<file path="config.mk">
export PLATFORM = sky130hd
export DESIGN_NAME = pfr_front
export DESIGN_NICKNAME = d
export VERILOG_FILES = /design/src/hw/rtl/pfr_pkg.sv /design/src/hw/rtl/pfr_front.sv
export SDC_FILE = /design/constraint.sdc
export NUM_CORES = 1
export LEC_CHECK = 0
export BUFFER_PORTS_ARGS = -buffer_cell sky130_fd_sc_hd__buf_2
export CAP_MARGIN = 10
export CORE_AREA = 5 5 42 44
export DETAILED_ROUTE_END_ITERATION = 10
export DIE_AREA = 0 0 47 49
export PLACE_DENSITY = 0.63
export SETUP_SLACK_MARGIN = 0.02
export SLEW_MARGIN = 5
export SYNTH_ARGS = -nofsm -noshare
export SYNTH_HDL_FRONTEND = slang
export SYNTH_SLANG_ARGS = --single-unit
</file>
<file path="constraint.sdc">
create_clock -name vclk -period 1.03
set_clock_uncertainty 0.05 [all_clocks]
set_input_delay 0.103 -clock vclk [all_inputs]
set_output_delay 0.103 -clock vclk [all_outputs]
set_load 0.02 [all_outputs]
</file>
<file path="src/hw/rtl/pfr_pkg.sv">
`default_nettype none

package pfr_pkg;

  // Panel geometry and derived store sizes.
  localparam int PANEL_WIDTH  = 128;
  localparam int PANEL_HEIGHT = 64;
  localparam int STORE_BYTES  = PANEL_WIDTH * PANEL_HEIGHT / 8;
  localparam int ADDR_W       = $clog2(STORE_BYTES);
  // Wide enough for x + PANEL_WIDTH * (y / 8) with any 8-bit x and y.
  localparam int FULL_IDX_W   = 17;

  // Command prefix sent ahead of every frame.
  localparam int       CMD_BYTES  = 3;
  localparam logic [7:0] CMD_COL_LO = 8'h00 | 8'h0;
  localparam logic [7:0] CMD_COL_HI = 8'h10 | 8'h0;
  localparam logic [7:0] CMD_START  = 8'h40 | 8'h0;

  // Depth of the queue between front and back.
  localparam int QUEUE_DEPTH = 2;
  localparam int QPTR_W      = $clog2(QUEUE_DEPTH);
  localparam int QCNT_W      = $clog2(QUEUE_DEPTH + 1);

  typedef enum logic [2:0] {
    ACT_SET  = 3'd0,
    ACT_CLR  = 3'd1,
    ACT_READ = 3'd2,
    ACT_WIPE = 3'd3,
    ACT_TICK = 3'd4
  } act_t;

  typedef enum logic [1:0] {
    ST_OK    = 2'd0,
    ST_RANGE = 2'd1,
    ST_BUSY  = 2'd2
  } status_t;

  // Classified operation handed from front to back.
  typedef enum logic [2:0] {
    OP_IGNORE,   // unknown action, never busy
    OP_SET,
    OP_CLR,
    OP_READ,
    OP_WIPE,
    OP_TICK,
    OP_RANGE,    // pixel action with a coordinate out of range
    OP_NOIDX     // pixel action whose byte index falls past the store
  } op_t;

  typedef enum logic [1:0] {
    PH_IDLE = 2'd0,
    PH_CMD  = 2'd1,
    PH_DATA = 2'd2
  } phase_t;

  typedef enum logic [1:0] {
    BK_CLEAR,
    BK_IDLE,
    BK_RMW
  } bk_state_t;

  typedef struct packed {
    logic [2:0] action;
    logic [7:0] x;
    logic [7:0] y;
  } pfr_req_t;

  typedef struct packed {
    logic [1:0] status;
    logic       pixel_value;
    logic       link_valid;
    logic [7:0] link_byte;
    logic       link_is_data;
    logic       frame_last;
  } pfr_res_t;

  typedef struct packed {
    op_t              op;
    logic [ADDR_W-1:0] addr;
    logic [2:0]       bit_sel;
  } pfr_cmd_t;

  function automatic logic [7:0] cmd_byte(input logic [ADDR_W-1:0] pos);
    logic [7:0] b;
    case (pos)
      ADDR_W'(0): b = CMD_COL_LO;
      ADDR_W'(1): b = CMD_COL_HI;
      ADDR_W'(2): b = CMD_START;
      default:    b = 8'h00;
    endcase
    return b;
  endfunction

endpackage

`default_nettype wire

</file>
<file path="src/hw/rtl/pfr_front.sv">
`default_nettype none

module pfr_front
  import pfr_pkg::*;
(
  input  wire logic     in_valid,
  output logic          in_stall,
  input  wire pfr_req_t in_req,
  input  wire logic     q_full,
  input  wire logic     back_clearing,
  output logic          q_push,
  output pfr_cmd_t      q_cmd
);

  logic [FULL_IDX_W-1:0] full_idx;
  logic                  x_ok;
  logic                  y_ok;
  logic                  idx_ok;
  logic                  pixel_op;

  assign in_stall = q_full || back_clearing;
  assign q_push   = in_valid && !in_stall;

  always_comb begin
    full_idx = FULL_IDX_W'(in_req.y >> 3) * FULL_IDX_W'(PANEL_WIDTH)
             + FULL_IDX_W'(in_req.x);
    x_ok     = {1'b0, in_req.x} < 9'(PANEL_WIDTH);
    y_ok     = {1'b0, in_req.y} < 9'(PANEL_HEIGHT);
    idx_ok   = full_idx < FULL_IDX_W'(STORE_BYTES);
    pixel_op = 1'b0;

    q_cmd.addr    = full_idx[ADDR_W-1:0];
    q_cmd.bit_sel = in_req.y[2:0];
    q_cmd.op      = OP_IGNORE;

    case (in_req.action)
      ACT_SET: begin
        q_cmd.op = OP_SET;
        pixel_op = 1'b1;
      end
      ACT_CLR: begin
        q_cmd.op = OP_CLR;
        pixel_op = 1'b1;
      end
      ACT_READ: begin
        q_cmd.op = OP_READ;
        pixel_op = 1'b1;
      end
      ACT_WIPE: q_cmd.op = OP_WIPE;
      ACT_TICK: q_cmd.op = OP_TICK;
      default:  q_cmd.op = OP_IGNORE;
    endcase

    if (pixel_op) begin
      if (!x_ok || !y_ok) begin
        q_cmd.op = OP_RANGE;
      end else if (!idx_ok) begin
        q_cmd.op = OP_NOIDX;
      end
    end
  end

endmodule

`default_nettype wire

</file>
# Word-level counts from Yosys, hierarchy flattened
# Index checks and enable logic that the tools add are counted.
# word_totals
latchBits	0
mem_bits_rw	0
mem_bits_ro	0
input_bits	22
mem_count	0
wordCells	21
register_bits	0
out_inout_bits	18
# op_classes
n_shift	0
reduce_logical	8
n_addsub	1
div_mod_pow	0
mux	5
bitwise	0
n_lt_le_gt_ge	3
multipliers	0
eq_ne	4
# op_table
cell	count
$pmux 3 s5	1
$add 12x8->13	1
$lt 13x11->1 const B	1
$mux 3	3
$lt 8x7->1 const B	1
$lt 8x8->1 const B	1
$eq 3x2->1 const B	2
$eq 3x1->1 const B	1
$eq 3x3->1 const B	1
$logic_not 1->1	3
$logic_not 3->1	1
$reduce_or 3->1	1
$logic_or 1x1->1	2
$logic_and 1x1->1	1
$mux 1	1

# Depth between registers and ports, before layout
# depth
depth_word	5
mapped_depth	4
depth_no_buf	4

# Worst setup path before layout
# OpenSTA, ideal clock, no wires.
# synth_path
path_kind	input to output
from	in in_req[3] (netlist bit)
to	out q_cmd[12] (netlist bit)
path_stages	3
setup_slack_ns	0.047
path_buffers	0
required_ns	0.877
t_arrival_ns	0.830
path_cell_list	ha_1 -> ha_1 -> xor2_1
# synth_rtl
element	line	rtl
start: declaration	pfr_front.sv:8	input wire pfr_req_t in_req,
end: declaration	pfr_front.sv:12	output pfr_cmd_t q_cmd

==> impl_metrics.yaml <==
power_and_ir_drop:
  internal_power_w: 0.0000688
  share_comb_of_total_power_pct: 100.0
  p_sw_w: 0.0000762
  switching_share_pct: 52.5
  p_per_area_nw_per_um2: 462
  power_frac_clock_pct: 0
  peakVddDrop_uv: 144
  seqPwrFrac_pct: 0
  p_leak_nw: 0.155
global_routing:
  antenna_found_initial: 0
  gr-usage-all-layers_pct: 4.00
  met3_usage_pct: 0.369
  top_usage_layer: "met2"
  grt_pass1_vias: 173
  gr-total-overflow: 0
  grtUsageMet2_pct: 6.33
  grt_max_degree: 5
  grt_pass1_wl_um: 731
  grtUsageMet1_pct: 5.87
layout:
  nFlopsAndLatches: 0
  layout.nets: 63
  area_growth_pct: 50.3
  n_fill_cell: 157
  antenna_cells: 0
  clock_buffers: 0
  drive_gt1_share_pct: 70.3
  utilization_pct: 22.4
  ff_latch_area_um2: 0
synthesis:
  synth_area_um2: 209
  syn_nets: 50
  synth_cell_types: 15
  syn_area_per_cell_um2: 8.04
  ys_warn_count: 0
  seq_area_frac_synth_pct: 0
  syn_inst: 26
placed_design:
  gp_congestion: 0.699
  port_buffers: 20
  hpwl_um: 492
  dp_slack_ps: -189
timing:
  rsz0062_at_grt: "yes"
  maxSlewHeadroom_pct: 83.5
  finalHoldViolations: 0
  finalSetupViolations: 2
  fmax_mhz: 932
  period_minus_slack_ps: 1070
  finalMaxSlewViolations: 0
  holdWs_ps: 156
  tightest_slew_ps: 247
  layout_setup_ws_ps: -42.7
  timing.final.crit_share_pct: 104
status:
  violations: "negative setup slack"
  status: "finished with violations"
floorplan:
  initial_core_util_pct: 14.9
  fp.dieW_um: 47
  dieArea_um2: 2300
  num_rows: 14
  core_um2: 1400
  ios: 40
  die_h_um: 49
setup_path:
  cp_max_fo: 2
  critPathTopFamily: "simple AND/OR/NAND/NOR gates"
  cp_slowest_cell: "nor4b_4"
  worst-setup-path-type: "in -> out"
  start_kind: "input port"
  crit_chain: "buf_8 -> ha_4 -> nand3_4 -> nor4b_4 -> a21boi_1 -> buf_4"
  crit_buf_inv: 2
  crit_arrival_ps: 920
  cp-end-kind: "primary output"
  worst_path_largest_cell_delay_ps: 230
  critPathRequiredTime_ps: 880
min_path:
  hold_path_class: "in -> out"
job:
  drv_cap: 0
routing:
  dr.first_iter.drc_count: 0
  wl_per_cell_um: 10.7
  drt-total-wl_um: 568
  via_per_inst: 3.96
  ant_nets: 0
  vias: 210
  drc: 0
  dr.pass1.iters: 1
clocking:
  post_cts_buffers: 0
-- routing by layer --
layer / vias up / routed length (um)
met5: - / 0
met4: 0 / 0
met3: 0 / 152
met2: 23 / 181
met1: 85 / 233
li1: 102 / -
-- layout make-up --
cell class	instances	area, um^2	area share, %
repair buffers	21	135	43.0
well taps	16	20.0	6.37
inverters	1	3.75	1.20
multi-input cells	15	155	49.4
-- logic make-up after synthesis --
| group | Yosys count | synth area share, % |
|---|---|---|
| xor+xnor | 1 | 4.19 |
| fa+ha+maj | 2 | 12.0 |
| buf+inv | 11 | 37.7 |
| compound gates | 5 | 16.8 |
| simple gates | 7 | 29.3 |
-- worst paths after layout --
| check | slack, ps | cells after the start | from | end |
|---|---|---|---|---|
| max | -40 | 6 | in_req[15] | q_cmd[14] |
| min | 160 | 0 | in_req[1] | q_cmd[1] |
-- cell usage after synthesis, drive strengths merged --
| master | number | area share (%) |
|---|---|---|
| a21oi | 2 | 6.6 |
| nor4 | 1 | 6.0 |
| inv | 1 | 1.8 |
| xor2 | 1 | 4.2 |
| o21ai | 1 | 2.4 |
| a21boi | 1 | 3.6 |
| a22o | 1 | 4.2 |
| nor2b | 1 | 3.0 |
| ha | 2 | 12 |
| nand3 | 1 | 2.4 |
| nor4b | 1 | 11 |
| or2 | 1 | 3.0 |
| nor2 | 2 | 3.6 |
| buf | 10 | 36 |
-- per-stage QoR --
stage / setup TNS (ps) / power, W / cells / area [um^2]
detailed placement: -452 / 0.000123 / 53 / 262
finish: -43.6 / 0.000145 / 53 / 314
global placement: -266 / 0.000121 / 53 / 262
global route: -193 / 0.000158 / 53 / 314
CTS: -114 / 0.000142 / 53 / 308
floorplan: 0 / 0.000122 / 26 / 209
-- cells in the final DEF (no fill, tap or decap) --
cell type,netlist,routed
or2_1,1,1
ha_4,0,1
o21ai_0,1,1
a21oi_2,1,1
inv_1,1,1
buf_4,10,3
buf_6,0,2
ha_1,2,1
buf_2,0,15
nor4b_4,1,1
nand3_4,0,1
a22o_1,1,1
xor2_1,1,1
a21boi_1,1,1
nor2_1,2,2
nor2b_1,1,1
a21oi_1,1,1
nor4_2,1,1
buf_8,0,1
-- repair_timing --
action                                  4_1_cts  5_1_grt
endpoints found under the setup margin        4        4
hold buffers                                  0        0
gates cloned                                  0        0
gates resized for setup                      10        2
pin swaps                                     3        2
-- power by group through the flow --
stage | Clock, W | Sequential (W) | Combinational [W]
floorplan | 0 | 0 | 0.000122
global placement | 0 | 0 | 0.000121
detailed placement | 0 | 0 | 0.000123
CTS | 0 | 0 | 0.000142
global route | 0 | 0 | 0.000158
finish | 0 | 0 | 0.000145
Note: power is estimated with default switching activity, not from simulation.
