**config.mk**
```make
export PLATFORM = sky130hd
export DESIGN_NAME = pfr_queue
export DESIGN_NICKNAME = d
export VERILOG_FILES = /design/src/hw/rtl/pfr_pkg.sv /design/src/hw/rtl/pfr_queue.sv
export SDC_FILE = /design/constraint.sdc
export NUM_CORES = 1
export LEC_CHECK = 0
export ABC_AREA = 1
export BUFFER_PORTS_ARGS = -buffer_cell sky130_fd_sc_hd__buf_2
export CORE_MARGIN = 2
export CORE_UTILIZATION = 30
export CTS_BUF_LIST = sky130_fd_sc_hd__clkbuf_16
export DETAILED_ROUTE_END_ITERATION = 8
export PLACE_DENSITY = 0.55
export RECOVER_POWER = 25
export SYNTH_ARGS = -nofsm -noshare
export SYNTH_HDL_FRONTEND = slang
export SYNTH_SLANG_ARGS = --single-unit
```
**constraint.sdc**
```tcl
create_clock -name clk -period 3.93 [get_ports clk]
set_input_delay 0.786 -clock clk [delete_from_list [all_inputs] [get_ports clk]]
set_output_delay 0.786 -clock clk [all_outputs]
set_load 0.02 [all_outputs]
```
**src/hw/rtl/pfr_pkg.sv**
```systemverilog
`default_nettype none

package pfr_pkg;

  // Panel geometry and derived store sizes.
  localparam int PANEL_WIDTH  = 128;
  localparam int PANEL_HEIGHT = 64;
  localparam int STORE_BYTES  = PANEL_WIDTH * PANEL_HEIGHT / 8;
  localparam int ADDR_W       = $clog2(STORE_BYTES);
  // Wide enough for x + PANEL_WIDTH * (y / 8) with any 8-bit x and y.
  localparam int FULL_IDX_W   = 17;

  // Command prefix sent ahead of every frame.
  localparam int       CMD_BYTES  = 3;
  localparam logic [7:0] CMD_COL_LO = 8'h00 | 8'h0;
  localparam logic [7:0] CMD_COL_HI = 8'h10 | 8'h0;
  localparam logic [7:0] CMD_START  = 8'h40 | 8'h0;

  // Depth of the queue between front and back.
  localparam int QUEUE_DEPTH = 2;
  localparam int QPTR_W      = $clog2(QUEUE_DEPTH);
  localparam int QCNT_W      = $clog2(QUEUE_DEPTH + 1);

  typedef enum logic [2:0] {
    ACT_SET  = 3'd0,
    ACT_CLR  = 3'd1,
    ACT_READ = 3'd2,
    ACT_WIPE = 3'd3,
    ACT_TICK = 3'd4
  } act_t;

  typedef enum logic [1:0] {
    ST_OK    = 2'd0,
    ST_RANGE = 2'd1,
    ST_BUSY  = 2'd2
  } status_t;

  // Classified operation handed from front to back.
  typedef enum logic [2:0] {
    OP_IGNORE,   // unknown action, never busy
    OP_SET,
    OP_CLR,
    OP_READ,
    OP_WIPE,
    OP_TICK,
    OP_RANGE,    // pixel action with a coordinate out of range
    OP_NOIDX     // pixel action whose byte index falls past the store
  } op_t;

  typedef enum logic [1:0] {
    PH_IDLE = 2'd0,
    PH_CMD  = 2'd1,
    PH_DATA = 2'd2
  } phase_t;

  typedef enum logic [1:0] {
    BK_CLEAR,
    BK_IDLE,
    BK_RMW
  } bk_state_t;

  typedef struct packed {
    logic [2:0] action;
    logic [7:0] x;
    logic [7:0] y;
  } pfr_req_t;

  typedef struct packed {
    logic [1:0] status;
    logic       pixel_value;
    logic       link_valid;
    logic [7:0] link_byte;
    logic       link_is_data;
    logic       frame_last;
  } pfr_res_t;

  typedef struct packed {
    op_t              op;
    logic [ADDR_W-1:0] addr;
    logic [2:0]       bit_sel;
  } pfr_cmd_t;

  function automatic logic [7:0] cmd_byte(input logic [ADDR_W-1:0] pos);
    logic [7:0] b;
    case (pos)
      ADDR_W'(0): b = CMD_COL_LO;
      ADDR_W'(1): b = CMD_COL_HI;
      ADDR_W'(2): b = CMD_START;
      default:    b = 8'h00;
    endcase
    return b;
  endfunction

endpackage

`default_nettype wire

```
**src/hw/rtl/pfr_queue.sv**
```systemverilog
`default_nettype none

module pfr_queue
  import pfr_pkg::*;
(
  input  wire logic     clk,
  input  wire logic     rst_n,
  input  wire logic     push,
  input  wire pfr_cmd_t push_cmd,
  input  wire logic     pop,
  output logic          full,
  output logic          q_valid,
  output pfr_cmd_t      head_cmd
);

  pfr_cmd_t            entry_r [QUEUE_DEPTH];
  logic [QPTR_W-1:0]   wr_ptr_r;
  logic [QPTR_W-1:0]   rd_ptr_r;
  logic [QCNT_W-1:0]   count_r;
  logic [QPTR_W-1:0]   wr_ptr_nxt;
  logic [QPTR_W-1:0]   rd_ptr_nxt;
  logic [QCNT_W-1:0]   count_nxt;

  assign full     = count_r == QCNT_W'(QUEUE_DEPTH);
  assign q_valid  = count_r != '0;
  assign head_cmd = entry_r[rd_ptr_r];

  always_comb begin
    wr_ptr_nxt = wr_ptr_r;
    rd_ptr_nxt = rd_ptr_r;
    count_nxt  = count_r;
    if (push) begin
      wr_ptr_nxt = (wr_ptr_r == QPTR_W'(QUEUE_DEPTH - 1)) ? '0 : wr_ptr_r + 1'b1;
    end
    if (pop) begin
      rd_ptr_nxt = (rd_ptr_r == QPTR_W'(QUEUE_DEPTH - 1)) ? '0 : rd_ptr_r + 1'b1;
    end
    if (push && !pop) begin
      count_nxt = count_r + 1'b1;
    end else if (pop && !push) begin
      count_nxt = count_r - 1'b1;
    end
  end

  always_ff @(posedge clk) begin
    if (!rst_n) begin
      wr_ptr_r <= '0;
      rd_ptr_r <= '0;
      count_r  <= '0;
    end else begin
      wr_ptr_r <= wr_ptr_nxt;
      rd_ptr_r <= rd_ptr_nxt;
      count_r  <= count_nxt;
    end
  end

  always_ff @(posedge clk) begin
    if (push) begin
      entry_r[wr_ptr_r] <= push_cmd;
    end
  end

endmodule

`default_nettype wire

```
# Word-level counts from Yosys, hierarchy flattened
# Memories as Yosys holds them, arrays and structs flattened. A register that Yosys moved wholly into a read port is not among the register bits.
# Index checks and enable logic that the tools add are counted.
# word_totals
n_memories	1
regBits	4
wordCells	23
ram_bits	32
output_inout_bits	18
input_bits	20
# mem_list
name	words	width	rd	rd_clocked_by_memory_dff	write_ports	line_no	source
entry_r	2	16	1	1	1	pfr_queue.sv:16	pfr_cmd_t entry_r [QUEUE_DEPTH];
# op_classes
n_addsub	4
n_eq_ne	1
n_reduce_logical	6
mux	8
# op_table
operator	count
1-bit 2-to-1 mux	6
2-bit 2-to-1 mux	2
2-bit nonzero test	2
1-bit adder, second input constant	2
2-bit by 1-bit adder with 2-bit output, second input constant	1
2-bit equality test, second input constant	1
1-bit logical AND	2
1-bit logical NOT	2
2-bit by 1-bit subtractor with 2-bit output, second input constant	1

# Longest topological paths before layout
# Gate-level depths: netlist of run 1.
# logic_depth
ltp_word	4
depth_mapped	8
mapped_depth_nobuf	8

# Least setup slack after synthesis of run 1
# No wires, ideal clock.
# synth_path
kind	input to register
start	in push
end	mem entry_r[0][0] in the netlist's numbering, enable pin
t_arrival_ps	1508
path_stages	2
setup_slack_ps	2034
n_path_buf	0
t_required_ps	3541
setup_time_ps	389
cell_sequence	inv_1 -> nor2_1
# synth_via
elab_chain_cells	2
# synth_rtl
element	line_no	source
start: declaration	pfr_queue.sv:8	input wire logic push,
1-bit 2-to-1 mux	pfr_queue.sv:58	if (push) begin
1-bit 2-to-1 mux (not written as such)	pfr_queue.sv:59	entry_r[wr_ptr_r] <= push_cmd;
end: declaration	pfr_queue.sv:16	
# Every way passes these cells.

==> results.sh, run 1 <==
export IMPL_r2r_slack_ns=2.49
export IMPL_status="finished clean"
export IMPL_routed_wl_mm=2.403
export IMPL_ioPinCount=38
export IMPL_htree_levels=2
export IMPL_critPathArrivalTime_ns=1.79
export IMPL_grt_pass1_wl_mm=3.870
export IMPL_nFillCells=441
export IMPL_first_iter_violations=37
export IMPL_grt_pass1_vias=861
export IMPL_finalCritPeriodShare=0.6556
export IMPL_drive_gt1_frac=0.4341
export IMPL_place_hpwl_mm=1.714
export IMPL_r2r_end="entry_r[0][10]"
export IMPL_cts_tree="done"
export IMPL_num_rows=25
export IMPL_path_depth=2
export IMPL_initial_utilization=0.3085
export IMPL_synth_warnings=0
export IMPL_drtAntennaViolNets=0
export IMPL_yosysUniqueCellTypes=14
export IMPL_cts_root_buffer="clkbuf_16"
export IMPL_grtUsageTotal=0.1001
export IMPL_cp_slowest_cell="dfxtp_1"
export IMPL_synthesis_nets=106
export IMPL_fmax_mhz=388.1
export IMPL_synth_seq_area_share=0.7380
export IMPL_power_density_nw_per_um2=513.1
export IMPL_synth_seq_cells=37
export IMPL_crit_fanout=16
export IMPL_layout_nets=149
export IMPL_required_ns=3.14
export IMPL_antenna_found_initial=0
export IMPL_synth_area_leaders="edfxtp_1, mux2_4, dfxtp_1"
export IMPL_wl_per_cell_um=13.13
export IMPL_slew_viol_final=0
export IMPL_synth_top_area_frac=0.6684
export IMPL_timing_final_crit_period_ns=2.576
export IMPL_r2r_cells=2
export IMPL_place_gp_congestion=0.6834
export IMPL_clkTransAtPathRegs_ns=0.05
export IMPL_yosysTopAreaCell="edfxtp_1"
export IMPL_die_area_um2=5362
export IMPL_holdBufCountCts=0
export IMPL_cts_max_path_buffers=2
export IMPL_post_place_ws_ns=1.610
export IMPL_setup_viol=0
export IMPL_crit_chain="mux2_2 -> buf_2"
export IMPL_setup_tns_ns=0
export IMPL_setup_slack_ns=1.354
export IMPL_antenna_cells=0
export IMPL_worst_setup_path_end_kind="output pin"
export IMPL_coreArea_um2=4661
export IMPL_area_growth_pct=25.15
export IMPL_ir_worst_vdd_mv=0.2541
export IMPL_critical_path_class="reg -> out"
export IMPL_maxCapViolations=0
export IMPL_rsz0062_at_grt="no"
export IMPL_cts_buffers=5
export IMPL_cts_resized=0
export IMPL_insertion_delay_ns=0.27
export IMPL_cp_top_family="flip-flops"
export IMPL_cp_slowest_stage_delay_ns=0.94
export IMPL_chipWidth_um=73.23
export IMPL_first_pass_iters=4
export IMPL_post_cts_buffers=0
export IMPL_grt_overflow=0
export IMPL_max_slew_margin=0.3641
export IMPL_via_per_inst=4.372
export IMPL_start_kind="flop"
export IMPL_drc=0
export IMPL_die_h_um=73.23
export IMPL_cts_sinks=37
export IMPL_syn_avg_cell_area_um2=16.91
export IMPL_portBuffers=37
export IMPL_fin_skew_ns=0.003075
export IMPL_cp_endpoint="head_cmd[2]"
export IMPL_min_delay_path_class="reg -> reg"
export IMPL_vias=800
export IMPL_p_leak_nw=0.7567
export IMPL_grt_max_degree=17
export IMPL_hold_viol=0
export IMPL_syn_area_um2=1438
export IMPL_synthCells=85
export IMPL_worstMarginPinSlew_ns=0.9526
export IMPL_timing_rr_start="wr_ptr_r"
export IMPL_critPathBufInv=1
## worst min-delay path, stage by stage (launching register included)
cell,delay [ns]
dfxtp_1,0.33
nor2_1,0.06
nor2_1,0.09
## final cells by class
class	count	area [um2]	area share
Clock buffer	5	125.1	0.06954
Clock inverter	3	11.26	0.006259
Inverter	8	30.03	0.01669
Multi-Input combinational cell	38	315.3	0.1752
Sequential cell	37	1061	0.5897
Tap cell	54	67.56	0.03755
Timing Repair Buffer	38	188.9	0.1050
## state kept, by name, summed over array words and instances, names as in the netlist, named ones only
name,count
count_r,2
entry_r,32
rd_ptr_r,1
wr_ptr_r,1
## where the power goes
| part | switching [mW] | leakage, nW | internal [mW] |
|---|---|---|---|
| registers | 0.0125 | 0.342 | 0.452 |
| logic | 0.0567 | 0.337 | 0.0452 |
| clock network | 0.129 | 0.0776 | 0.227 |
## through the flow
stage          utilization  total power, mW  area, um2  cells  hold slack [ns]
6_report            0.3860           0.9232       1799    183           0.5124
5_1_grt             0.3860           0.9672       1799    183           0.5528
4_1_cts             0.3868           0.9399       1803    183           0.5180
3_5_place_dp        0.3576           0.5773       1667    175           0.5053
3_3_place_gp        0.3576           0.5719       1667    175           0.4763
2_1_floorplan            -           0.5412       1438     85           0.4635
## per-layer routing
metal  part of all wire  track usage  vias to the layer above
li1                   -            -                      391
met1               0.40       0.1091                      373
met2               0.52       0.1762                       32
met3              0.068      0.03729                        4
met4              0.012      0.03704                        0
met5                  0            0                        -
## worst min-delay path by stage
stage | start | to | depth (start not counted)
final | rd_ptr_r | rd_ptr_r | 2
after global routing | rd_ptr_r | rd_ptr_r | 2
after CTS | rd_ptr_r | rd_ptr_r | 2
after detailed placement | rd_ptr_r | rd_ptr_r | 2
after global placement | rd_ptr_r | rd_ptr_r | 2
after floorplan | rd_ptr_r | flop | 2
## cells by family (layout without fill, tap and decap cells)
group | after synthesis | count (layout) | synth area share
adder cells (fa/ha/maj) | 1 | 1 | 0.008702
AND/OR/NAND/NOR | 19 | 19 | 0.05222
AO/OA/AOI/OAI | 2 | 2 | 0.006956
flip-flops | 37 | 37 | 0.7380
multiplexers | 16 | 16 | 0.1514
buffers and inverters | 10 | 54 | 0.04265
## placed cells by master, fill, tap and decap left out, types with 3 or more instances in the layout
| cell | count |
|---|---|
| mux2_2 | 6 |
| inv_1 | 11 |
| clkbuf_1 | 3 |
| nor2_1 | 8 |
| buf_2 | 34 |
| nand2_1 | 9 |
| mux2_4 | 10 |
| clkbuf_16 | 5 |
| edfxtp_1 | 32 |
| dfxtp_1 | 5 |
## synthesized netlist by cell type
master,instances
a21oi_1,1
ha_1,1
mux2_2,6
buf_12,1
buf_6,1
nand4_1,1
o21ai_0,1
edfxtp_1,32
mux2_4,10
nor2_1,8
nand3_1,1
dfxtp_1,5
inv_1,8
nand2_1,9
Power figures use the tool's default switching activity.
==> run 2: changes to the inputs <==
Settings changed: PLACE_DENSITY 0.55 to 0.57.
Clock period 3.93 ns to 2.35 ns, I/O delays scaled along.
==> run 2 against run 1 <==
Net effect:
- clock skew is 0.0023 ns higher
- combinational power is 77% higher
- global-route usage is 0.58 points lower
- worst hold slack worse by 0.13 ns
- total power is 68% higher
- via count is 0.38% higher
- sequential cell count stayed put
- final area is 0.97% higher
- die area stayed put
- wire length is 1.8% lower
- clock-buffer cell count stayed put
- clock power is 70% higher
==> results.sh, run 2 (synthesis results as in run 1) <==
export IMPL_post_place_ws_ns=0.6879
export IMPL_cts_resized=0
export IMPL_finalInstanceArea_um2=1817
export IMPL_place_gp_congestion=0.6344
export IMPL_combPwrFrac=0.116
export IMPL_slew_viol_final=0
export IMPL_grt_pass1_vias=809
export IMPL_place_hpwl_mm=1.730
export IMPL_worstMarginPinSlew_ns=0.6520
export IMPL_required_ns=1.88
export IMPL_rsz0062_at_grt="no"
export IMPL_post_cts_buffers=0
export IMPL_top_layer="met4"
export IMPL_antenna_found_initial=0
export IMPL_power_density_nw_per_um2=854.8
export IMPL_cts_sinks=37
export IMPL_htree_levels=2
export IMPL_regMostFlops="entry_r"
export IMPL_cts_buffers=5
export IMPL_holdBufCountCts=0
export IMPL_power_mw=1.553
export IMPL_final_cell_mix="buf_2, edfxtp_1, mux2_4, inv_1, nand2_1"
export IMPL_layout_nets=151
export IMPL_power_share_clock=0.389
export IMPL_die_area_um2=5362
export IMPL_setup_viol=0
export IMPL_initial_utilization=0.3085
export IMPL_num_rows=25
export IMPL_area_growth_pct=26.37
export IMPL_met1_length_um=883
export IMPL_grt_max_degree=17
export IMPL_setup_tns_ns=0
export IMPL_seqPwrFrac=0.495
export IMPL_fin_skew_ns=0.005394
export IMPL_routed_wl_mm=2.359
export IMPL_place_area_um2=1682
export IMPL_cts_tree="done"
export IMPL_die_h_um=73.23
export IMPL_grtUsageTotal=0.09430
export IMPL_min_delay_path_class="in -> reg"
export IMPL_grt_overflow=0
export IMPL_power_switching_mw=0.3377
export IMPL_met2_length_mm=1.257
export IMPL_fmax_mhz=516.5
export IMPL_clkTransAtPathRegs_ns=0.05
export IMPL_grt_pass1_wl_mm=3.601
export IMPL_worst_setup_path_end_kind="output pin"
export IMPL_fin_util=0.3898
export IMPL_ir_worst_vdd_mv=0.2639
export IMPL_start_kind="flop"
export IMPL_layout_commonest_cell="buf_2"
export IMPL_insertion_delay_ns=0.27
export IMPL_first_iter_violations=59
export IMPL_hold_viol=0
export IMPL_maxCapViolations=0
export IMPL_antenna_cells=0
export IMPL_setup_slack_ns=0.4138
export IMPL_ioPinCount=38
export IMPL_critical_path_class="reg -> out"
export IMPL_crit_fanout=13
export IMPL_nFillCells=421
export IMPL_coreArea_um2=4661
export IMPL_via_per_inst=4.341
export IMPL_hold_slack_ns=0.3803
export IMPL_vias=803
export IMPL_first_pass_iters=4
export IMPL_p_leak_nw=0.7685
export IMPL_placed_cells=177
export IMPL_critPathArrivalTime_ns=1.47
export IMPL_largest_reg_flops=32
export IMPL_status="finished clean"
export IMPL_internal_power_mw=1.215
export IMPL_reg_top3="entry_r x32, count_r x2"
export IMPL_wl_per_cell_um=12.75
export IMPL_drtAntennaViolNets=0
export IMPL_cts_root_buffer="clkbuf_16"
export IMPL_final_instance_count_excl_fill=185
export IMPL_drc=0
export IMPL_drive_gt1_frac=0.4580
export IMPL_max_slew_margin=0.5648
export IMPL_cts_max_path_buffers=2
export IMPL_timing_final_crit_period_ns=1.936
export IMPL_route_met3_wl_um=157
export IMPL_portBuffers=37
export IMPL_finalCritPeriodShare=0.8239
export IMPL_chipWidth_um=73.23
export IMPL_sw_frac_of_total=0.2175
## run 2: cell types whose count changed in the layout (fill, tap and decap cells not counted), sizes merged
cell and change:
clkbuf -2, inv -1, buf +4, clkinv +1
## run 2: final timing paths
check / from / depth (start not counted) / slack, ns / to
setup / recovery: flop / 3 / 0.41 / head_cmd[1]
hold / removal: push_cmd[12] / 1 / 0.38 / entry_r[0][12]
setup reg to reg: wr_ptr_r / 2 / 1.07 / entry_r[1][10]
hold reg to reg: rd_ptr_r / 2 / 0.50 / rd_ptr_r
## run 2: per-layer routing
metal | vias to the layer above | GRT usage
li1 | 391 | -
met1 | 374 | 0.09574
met2 | 32 | 0.1552
met3 | 6 | 0.04696
met4 | 0 | 0.05556
met5 | - | 0
## run 2: power by group through the flow
stage | Clock, mW | Combinational, mW | Sequential, mW
finish | 0.604 | 0.181 | 0.768
global route | 0.650 | 0.197 | 0.772
global placement | 0 | 0.180 | 0.780
CTS | 0.617 | 0.184 | 0.769
floorplan | 0 | 0.128 | 0.777
detailed placement | 0 | 0.184 | 0.782
## run 2: layout make-up
class                           instances  area, um2  share of cell area
Clock buffer                            5      125.1             0.06887
Clock inverter                          3      11.26            0.006198
Multi-Input combinational cell         38      315.3              0.1736
Sequential cell                        37       1061              0.5840
Inverter                                8      30.03             0.01653
Tap cell                               54      67.56             0.03719
Timing Repair Buffer                   40      206.4              0.1136
## run 2: critical path: stages (launching register included)
cell and delay [ns]:
dfxtp_1 0.40, buf_4 0.28, mux2_2 0.36, buf_2 0.16
